File: src/rtl/gbr_pkg.sv
// ----------------------------------------------------------------------------
// gbr_pkg: shared types and constants of the 5x5 / ring 3x3 Gaussian blur
// Request payloads, window type, register map and border region codes.
// ----------------------------------------------------------------------------
`default_nettype none

package gbr_pkg;

  localparam int unsigned MAX_WIDTH_DEF = 2048;
  localparam int unsigned MAX_HEIGHT    = 4096;
  localparam int unsigned MIN_DIM       = 5;

  localparam int unsigned PIX_W        = 8;
  localparam int unsigned WIDTH_REG_W  = 12;
  localparam int unsigned HEIGHT_REG_W = 13;
  localparam int unsigned ROW_W        = 13;
  localparam int unsigned LINES        = 4;
  localparam int unsigned WIN          = 5;

  localparam int unsigned PADDR_W = 3;
  localparam int unsigned PDATA_W = 32;

  localparam logic [WIDTH_REG_W-1:0]  WIDTH_RESET  = 12'd640;
  localparam logic [HEIGHT_REG_W-1:0] HEIGHT_RESET = 13'd480;

  localparam logic MODE_FLUSH = 1'b1;

  // register index is paddr bit 2 (registers at byte 0 and byte 4)
  typedef enum logic {
    REG_IMAGE_WIDTH  = 1'b0,
    REG_IMAGE_HEIGHT = 1'b1
  } cfg_reg_e;

  typedef enum logic [1:0] {
    REGION_BORDER = 2'd0,
    REGION_RING   = 2'd1,
    REGION_INNER  = 2'd2
  } region_e;

  typedef struct packed {
    logic             mode;
    logic [PIX_W-1:0] pixel_value;
  } in_item_t;

  typedef struct packed {
    logic [PIX_W-1:0] blurred_value;
    logic             frame_end;
  } out_item_t;

  // [row][column]; row 0 is the oldest line, column 4 the newest pixel
  typedef logic [WIN-1:0][WIN-1:0][PIX_W-1:0] window_t;

  // one column of the four line buffers, line 0 the oldest
  typedef logic [LINES-1:0][PIX_W-1:0] line_col_t;

endpackage

`default_nettype wire

File: src/rtl/gbr_kernel.sv
// ----------------------------------------------------------------------------
// gbr_kernel: blur kernel datapath
// Separable binomial sums: 5x5 [1 4 6 4 1] / 256 or center 3x3 [1 2 1] / 16.
// ----------------------------------------------------------------------------
`default_nettype none

module gbr_kernel import gbr_pkg::*; (
  input  wire window_t          win_i,
  input  wire region_e          region_i,
  output logic [PIX_W-1:0]      pixel_o
);

  logic [11:0] cs5 [WIN];
  logic [9:0]  cs3 [3];
  logic [15:0] sum5;
  logic [11:0] sum3;

  always_comb begin
    // vertical pass per column
    for (int c = 0; c < WIN; c++) begin
      cs5[c] = 12'(win_i[0][c]) + (12'(win_i[1][c]) << 2) + 12'(win_i[2][c]) * 12'd6
             + (12'(win_i[3][c]) << 2) + 12'(win_i[4][c]);
    end
    for (int c = 0; c < 3; c++) begin
      cs3[c] = 10'(win_i[1][c+1]) + (10'(win_i[2][c+1]) << 1) + 10'(win_i[3][c+1]);
    end
    // horizontal pass
    sum5 = 16'(cs5[0]) + (16'(cs5[1]) << 2) + 16'(cs5[2]) * 16'd6
         + (16'(cs5[3]) << 2) + 16'(cs5[4]);
    sum3 = 12'(cs3[0]) + (12'(cs3[1]) << 1) + 12'(cs3[2]);
  end

  always_comb begin
    case (region_i)
      REGION_RING:  pixel_o = sum3[11:4];
      REGION_INNER: pixel_o = sum5[15:8];
      default:      pixel_o = '0;
    endcase
  end

endmodule

`default_nettype wire
File: config.mk
export PLATFORM = sky130hd
export DESIGN_NAME = gbr_kernel
export DESIGN_NICKNAME = d
export VERILOG_FILES = /design/src/rtl/gbr_pkg.sv /design/src/rtl/gbr_kernel.sv
export SDC_FILE = /design/constraint.sdc
export NUM_CORES = 1
export LEC_CHECK = 0
export BUFFER_PORTS_ARGS = -buffer_cell sky130_fd_sc_hd__buf_2
export CAP_MARGIN = 30
export CORE_UTILIZATION = 45
export DETAILED_ROUTE_END_ITERATION = 8
export PLACE_DENSITY = 0.65
export SKIP_LAST_GASP = 1
export SLEW_MARGIN = 20
export SYNTH_ARGS = -nofsm -noshare
export SYNTH_HDL_FRONTEND = slang
export SYNTH_SLANG_ARGS = --single-unit
File: constraint.sdc
create_clock -name vclk -period 39.8
set_input_delay 11.94 -clock vclk [all_inputs]
set_output_delay 11.94 -clock vclk [all_outputs]
set_load 0.005 [all_outputs]
Word level (Yosys, flattened, before mapping). Cells that the tools add are included. Widths: inputs -> output; s select.

$add $sub $neg: 32. Multiply operators: 6. Eq/ne operators: 2. Mux-type cells: 1.

Operators with widths (number): $add 12x10->12 (6); $add 11x11->12 (5); $add 12x8->12 (5); $add 8x10->11 (5); $mul 8x2->10 const B (5); $add 10x8->10 (3); $add 8x9->10 (3); $add 16x12->16 (1); $add 16x14->16 (1); $add 16x15->16 (1); $pmux 8 s2 (1); $add 12x14->15 (1); $mul 12x2->14 const B (1); $add 10x11->12 (1); $eq 2x1->1 const B (1); $eq 2x2->1 const B (1).

Register bits after elaboration: 0. Input bits: 202. Output and inout port bits: 8. Word-level logic and storage cells: 41.

Depth between registers and ports, before layout. Gate-level depths: netlist of the first run.

Word-level depth: 9. Gate-level depth with buffers: 34. Mapped depth without buffers: 33.

Least setup slack after synthesis of the first run. OpenSTA, ideal clock, no wires.

Kind: input to output. Start: in win_i[96] (netlist bit). End: out pixel_o[7]. Arrival time: 18.526 ns. Data required time: 27.860 ns. Setup slack: 9.334 ns. Stages on the path: 32. Buffers on the path: 0. Path through: ha_1 > fa_1 > a21oi_1 > nor2_1 > nor2_1 > o21bai_1 > a21oi_1 > xor2_1 > fa_1 > ha_1 > ha_1 > ha_1 > a2111oi_2 > o21ai_1 > o21a_2 > nand2_2 > clkinv_2 > ha_1 > a21oi_1 > o221a_4 > xor2_1 > fa_1 > fa_1 > inv_1 > ha_1 > a21o_1 > a21o_1 > a21oi_1 > nor2_1 > a311oi_1 > o311a_1 > o21ai_0.

Word-level cells in the longest chain between the ends: 9. Elaborated cells between the ends (all ways): 13. Classes of those cells: 10 x add/sub; 2 x mul; 1 x mux.

RTL lines: start, declared (RTL line gbr_kernel.sv:8) `input wire window_t win_i,`; $mul 8x2->10 (RTL line gbr_kernel.sv:21) `cs5[c] = 12'(win_i[0][c]) + (12'(win_i[1][c]) << 2) + 12'(win_i[2][c]) * 12'd6`; $add 11x11->12 (RTL line gbr_kernel.sv:21); $add 12x10->12 (RTL line gbr_kernel.sv:22) `+ (12'(win_i[3][c]) << 2) + 12'(win_i[4][c]);`; $add 12x8->12 (RTL line gbr_kernel.sv:22); $mul 12x2->14 (RTL line gbr_kernel.sv:28) `sum5 = 16'(cs5[0]) + (16'(cs5[1]) << 2) + 16'(cs5[2]) * 16'd6`; $add 16x15->16 (RTL line gbr_kernel.sv:28); $add 16x14->16 (RTL line gbr_kernel.sv:29) `+ (16'(cs5[3]) << 2) + 16'(cs5[4]);`; $add 16x12->16 (RTL line gbr_kernel.sv:29); $pmux 8 s2 (*) (RTL line gbr_kernel.sv:34) `case (region_i)`; end, declared (RTL line gbr_kernel.sv:10) `output logic [PIX_W-1:0] pixel_o`.

Every way passes the cells marked *; elsewhere a longest branch is shown, timed or not.

Final worst setup path of the first run. Same ends and word-level chain as after synthesis.

==> out/metrics.cfg, run 1 <==
[placed_design]
gp_congestion = 0.8376
hpwl_mm = 20.84
dp_cells = 1586
port_buffers = 210

[yosys]
syn_area_mm2 = 0.01008
synth_compound_area_share_pct = 12.61
synth-warning-count = 0
synth.top_cells.by_count = inv_1, fa_1, ha_1
synth_top_area_share_pct = 37.93
synthAdderAreaFrac_pct = 59.78
synth_xor_area_share_pct = 9.211
yosys.area_share.simple_pct = 6.902
avgSynthCellArea_um2 = 9.155
yosys-mux-area-fraction_pct = 0
synth_top_family_by_area = adder cells
synth.most_common_cell = inv_1
yosys-top-cells-area = fa_1, ha_1, inv_1
synth_top_cell_by_area = fa_1
synth-seq-area-share_pct = 0
syn_nets = 1670
netlist_instances = 1101
post_synth_num_cell_types = 66

[finish]
area_delta_synth_final_pct = 13.67
design.seq.count = 0
fin_util_pct = 52.34
n_antenna_cell = 0
n_clock_buffer = 0
drive_gt1_share_pct = 17.69
seq_area_um2 = 0
final-instance-count-excl-fill = 1586
nNetsFinal = 1877

[drt]
antenna_left = 0
vias = 7563
first_pass_iters = 4
top_layer_used = met4
drcViolationCount = 0
wl_met1_mm = 10.64
met3_wirelength_um = 797
drtIter0Drc = 224
wirelength_mm = 21.64
via_per_inst = 4.769
detail_route.wl_per_cell_um = 13.65
wl_met2_mm = 10.12

[floorplan]
start_util_pct = 46.04
top_level_ports = 210
rows = 54
die_h_um = 151.7
core_region_area_mm2 = 0.02189
dieArea_mm2 = 0.02300
die_w_um = 151.7

[grt]
track_usage_pct = 19.31
antenna_found_initial = 0
grt_pass1_wl_mm = 35.39
grt.overflow.total = 0
grt_pass1_vias = 7501
grt_max_degree = 18

[sta]
finalSetupTns_ns = 0
finalMaxSlewViolations = 0
period_share_pct = 79.02
hold_violations = 0
slew_headroom_pct = 44.32
period_minus_slack_ns = 31.45
rsz0062_at_grt = false
worst_pin_slew_ns = 0.8244
setup_viol = 0
max_freq_ghz = 0.03180

[setup_path]
worstPathArrival_ns = 19.51
cp_common_cell = ha_1
crit_type = input port to output pin
start_kind = input port
worst-path-max-fanout = 7
endpoint_kind = output pin
crit_required_ns = 27.86
max_stage_delay_ns = 0.54
crit_slowest_cell = fa_1

[run]
maxCapViolCount = 0

[clock_tree]
cts.hold.buffers_added = 0
cts-resized-gates = 0
post-cts-setup-buffers = 0

[min_path]
worstHoldPathType = input port to output pin

[outcome]
outcome = completed

## worst max-delay path: cells and delay by family
kind	cells	cell delay, ns
adders and majority gates	10	3.72
AOI/OAI and AO/OA	14	2.56
buffers and inverters	4	0.45
and+or+nand+nor	4	0.43
xor gates and xnor gates	2	0.39
## stage by stage
step	hold slack [ns]	setup WS (ns)	area, µm²
2_1_floorplan	24.20	9.334	10080
3_3_place_gp	24.53	8.601	11460
3_5_place_dp	24.54	8.406	11460
4_1_cts	24.55	8.381	11460
5_1_grt	24.59	7.831	11460
6_report	24.55	8.348	11460
## path summary, 6_finish.rpt
kind   startpoint    endpoint  slack [ns]  cells after the start
max     win_i[96]  pixel_o[7]        8.35                     34
min   region_i[1]  pixel_o[1]       24.55                      6
## routing by layer
layer,vias to the layer above,global-route usage [%]
li1,3885,-
met1,3524,28.71
met2,150,32.91
met3,4,0.3892
met4,0,0.6436
met5,-,0
## area by class of cell
cell class | instances | area, µm²
well taps | 280 | 350.3
repair buffers | 210 | 1051
fillers | 2098 | 10430
multi-input cells | 794 | 8921
inverters | 302 | 1135
## placed cells by master, fill, tap and decap left out, types with 20 or more instances in the layout
cell type	Yosys	layout
a21o_1	24	24
a21oi_1	66	66
buf_2	0	210
fa_1	191	191
ha_1	176	176
inv_1	301	301
nor2_1	54	54
o21ai_0	20	20
o21bai_1	32	32
xnor2_1	69	69
xor2_1	32	32
## kinds of logic (layout without fill, tap and decap cells)
kind of cell | Yosys count | count (layout)
AO/OA/AOI/OAI | 189 | 189
XOR/XNOR | 103 | 103
adder cells (fa/ha/maj) | 367 | 367
buffers and inverters | 307 | 512
AND/OR/NAND/NOR | 135 | 135
Power of run 1 is left out: the tool's default activity adds up to more than one toggle a clock period on the data nets, which glitch-free logic cannot reach.
==> inputs of run 2 (changes only) <==
- clock period: 39.8 -> 29.2 ns (I/O delays scaled with it)
==> run 2 against run 1 <==
  * First-iteration DRC count decreased by 3.1%
  * Final area unchanged
  * Via count increased by 0.22%
  * Die area unchanged
  * Critical path type unchanged
  * Sequential cell count unchanged
  * Final cell count unchanged
  * Global-route usage about the same
  * Sequential share of layout area unchanged
  * Non-clock buffer count unchanged
  * Clock-buffer cell count unchanged
  * Critical path depth unchanged
  * Hold slack got worse by 6.3 ns
==> out/metrics.cfg, run 2 (synthesized netlist as in run 1, its figures left out) <==
[outcome]
outcome = completed

[sta]
period_share_pct = 85.65
finalSetupTns_ns = 0
period_minus_slack_ns = 25.01
finalMaxSlewViolations = 0
rsz0062_at_grt = false
max_freq_ghz = 0.03999
hold_violations = 0
setup_viol = 0
slew_headroom_pct = 39.97
worst_pin_slew_ns = 0.8889
finalWorstSetupSlack_ns = 4.192

[floorplan]
rows = 54
start_util_pct = 46.04
core_region_area_mm2 = 0.02189
top_level_ports = 210
dieArea_mm2 = 0.02300
die_w_um = 151.7
die_h_um = 151.7

[grt]
grt_max_degree = 18
grt_pass1_wl_mm = 35.25
antenna_found_initial = 0
grt_pass1_vias = 7496
track_usage_pct = 19.28
grt.overflow.total = 0

[setup_path]
crit_family = adder cells
crit_slowest_cell = fa_1
crit_required_ns = 20.44
max_stage_delay_ns = 0.53
crit_cells = 34
cp_common_cell = ha_1
crit_type = input port to output pin
worst-path-max-fanout = 7
cp.buffers_inverters = 3
endpoint_kind = output pin
start_kind = input port
worstPathArrival_ns = 16.25

[finish]
drive_gt1_share_pct = 17.69
mostFrequentLayoutCells = inv_1, buf_2, fa_1
fin_util_pct = 52.34
area_delta_synth_final_pct = 13.67
n_fill_cell = 2108
multiInputGateArea_mm2 = 0.008921
n_clock_buffer = 0
n_antenna_cell = 0
seq_area_um2 = 0
nNetsFinal = 1877
design.seq.count = 0
layout_commonest_cell = inv_1

[drt]
antenna_left = 0
drtIter0Drc = 217
vias = 7580
first_pass_iters = 4
drcViolationCount = 0
detail_route.wl_per_cell_um = 13.66
via_per_inst = 4.779
wirelength_mm = 21.66

[clock_tree]
cts.hold.buffers_added = 0
post-cts-setup-buffers = 0
cts-resized-gates = 0

[placed_design]
dp_worst_setup_slack_ns = 4.232
gp_congestion = 0.8411
port_buffers = 210
hpwl_mm = 20.88

[min_path]
worstHoldPathType = input port to output pin
worst_hold_path.num_cells = 6

[run]
maxCapViolCount = 0

[run 2: cell counts in the layout (fill, tap and decap cells not counted)]
No cell type changed its count.
[run 2: cell type report]
cell class | count | area share, %
well taps | 280 | 3.058
multi-input cells | 794 | 77.86
repair buffers | 210 | 9.173
inverters | 302 | 9.905
[run 2: final timing paths]
kind | from | to
setup / recovery | win_i[97] | pixel_o[7]
hold / removal | region_i[1] | pixel_o[1]
[run 2: through the flow]
stage	instance area (µm²)	hold slack, ns	instances
5_1_grt	11460	18.26	1586
3_3_place_gp	11460	18.17	1586
4_1_cts	11460	18.20	1586
6_report	11460	18.20	1586
2_1_floorplan	10080	17.84	1101
3_5_place_dp	11460	18.20	1586
[run 2: tightest hold or removal path, delay by kind of cell]
| kind | cells | cell delay [ns] |
|---|---|---|
| buffers and inverters | 2 | 0.23 |
| adders and majority gates | 1 | 0.14 |
| and+or+nand+nor | 1 | 0.11 |
| AOI/OAI and AO/OA | 2 | 0.20 |
[run 2: routing by layer]
layer | part of all wire, % | routed length [µm] | vias to the layer above | track usage (%)
li1 | - | - | 3880 | -
met1 | 48 | 10450 | 3551 | 28.34
met2 | 47 | 10270 | 147 | 33.07
met3 | 4.0 | 866 | 2 | 0.7186
met4 | 0.30 | 65 | 0 | 0.5446
met5 | 0 | 0 | - | 0
Power of run 2 is left out for the same reason.
==> inputs of run 3 (changes only) <==
- PLACE_DENSITY: 0.65 -> 0.67
- clock period: 29.2 -> 22.7 ns (I/O delays scaled with it)
==> run 3 against run 2 <==
  * Worst setup slack got worse by 2.6 ns
  * Sequential share of layout area stayed put
  * Non-clock buffer count unchanged
  * Highest routed layer unchanged
  * Final area unchanged
==> out/metrics.cfg, run 3 (synthesized netlist as in run 1, its figures left out) <==
[outcome]
outcome = completed

[setup_path]
crit_required_ns = 15.89
max_stage_delay_ns = 0.55
start_kind = input port
crit_slowest_cell = fa_1
worstPathArrival_ns = 14.31
cp_common_cell = ha_1
worst-path-max-fanout = 7
crit_type = input port to output pin
endpoint_kind = output pin

[run]
maxCapViolCount = 0

[placed_design]
port_buffers = 210
gp_congestion = 0.8541
hpwl_mm = 20.55

[sta]
worst_pin_slew_ns = 0.8725
slew_headroom_pct = 41.07
rsz0062_at_grt = false
setup_viol = 0
hold_violations = 0
max_freq_ghz = 0.04736
finalSetupTns_ns = 0
finalMaxSlewViolations = 0
period_minus_slack_ns = 21.12
period_share_pct = 93.03

[finish]
n_antenna_cell = 0
area_delta_synth_final_pct = 13.67
mostFrequentLayoutCells = inv_1, buf_2, fa_1
design.seq.count = 0
drive_gt1_share_pct = 17.69
seq_area_um2 = 0
n_clock_buffer = 0
nNetsFinal = 1877
layout_commonest_cell = inv_1

[floorplan]
dieArea_mm2 = 0.02300
die_h_um = 151.7
start_util_pct = 46.04
top_level_ports = 210
die_w_um = 151.7
rows = 54
core_region_area_mm2 = 0.02189

[drt]
drtIter0Drc = 262
vias = 7627
wl_met2_mm = 9.941
top_layer_used = met4
wirelength_mm = 21.33
first_pass_iters = 6
drcViolationCount = 0
via_per_inst = 4.809
antenna_left = 0
wl_met1_mm = 10.01
met3_wirelength_mm = 1.175
detail_route.wl_per_cell_um = 13.45

[grt]
grt_pass1_vias = 7505
track_usage_pct = 19.24
grt_max_degree = 18
antenna_found_initial = 0
grt_pass1_wl_mm = 35.25
grt.overflow.total = 0

[clock_tree]
cts-resized-gates = 0
cts.hold.buffers_added = 0
post-cts-setup-buffers = 0

[min_path]
worst_hold_path.num_cells = 6
hold_end = pixel_o[1]
worstHoldPathType = input port to output pin
min_from = region_i[1]

-- run 3: area by class of cell --
cell class / instances / area [µm²]
tap: 280 / 350.3
timing repair buffer: 210 / 1051
fill: 2102 / 10430
multi-input combinational: 794 / 8921
inverter: 302 / 1135
-- run 3: through the flow --
step	instances	instance area (µm²)	setup slack, ns	utilization, %	hold slack, ns
after global placement	1586	11460	1.775	52.34	14.27
after detailed placement	1586	11460	1.642	52.34	14.28
after CTS	1586	11460	1.616	52.34	14.28
after floorplan	1101	10080	2.494	-	13.94
after global routing	1586	11460	1.048	52.34	14.32
final	1586	11460	1.583	52.34	14.28
-- run 3: metal layers --
layer  vias to the layer above  global-route usage [%]
li1                       3875                       -
met1                      3566                   28.23
met2                       178                   32.16
met3                         8                   1.317
met4                         0                   1.485
met5                         -                       0
-- run 3: worst max-delay path by stage --
stage / cells past startpoint / endpoint / start
global placement: 34 / pixel_o[7] / win_i[96]
detailed placement: 35 / pixel_o[7] / win_i[97]
finish: 34 / pixel_o[7] / win_i[97]
global route: 34 / pixel_o[7] / win_i[97]
floorplan: 32 / pixel_o[7] / win_i[96]
CTS: 35 / pixel_o[7] / win_i[97]
-- run 3: worst max-delay path: cells and delay by family --
family / cells / cell delay [ns]
AO/OA/AOI/OAI: 14 / 2.50
XOR/XNOR: 2 / 0.36
buffers and inverters: 4 / 0.46
adder cells (fa/ha/maj): 10 / 3.74
AND/OR/NAND/NOR: 4 / 0.42
Power of run 3 is left out for the same reason.
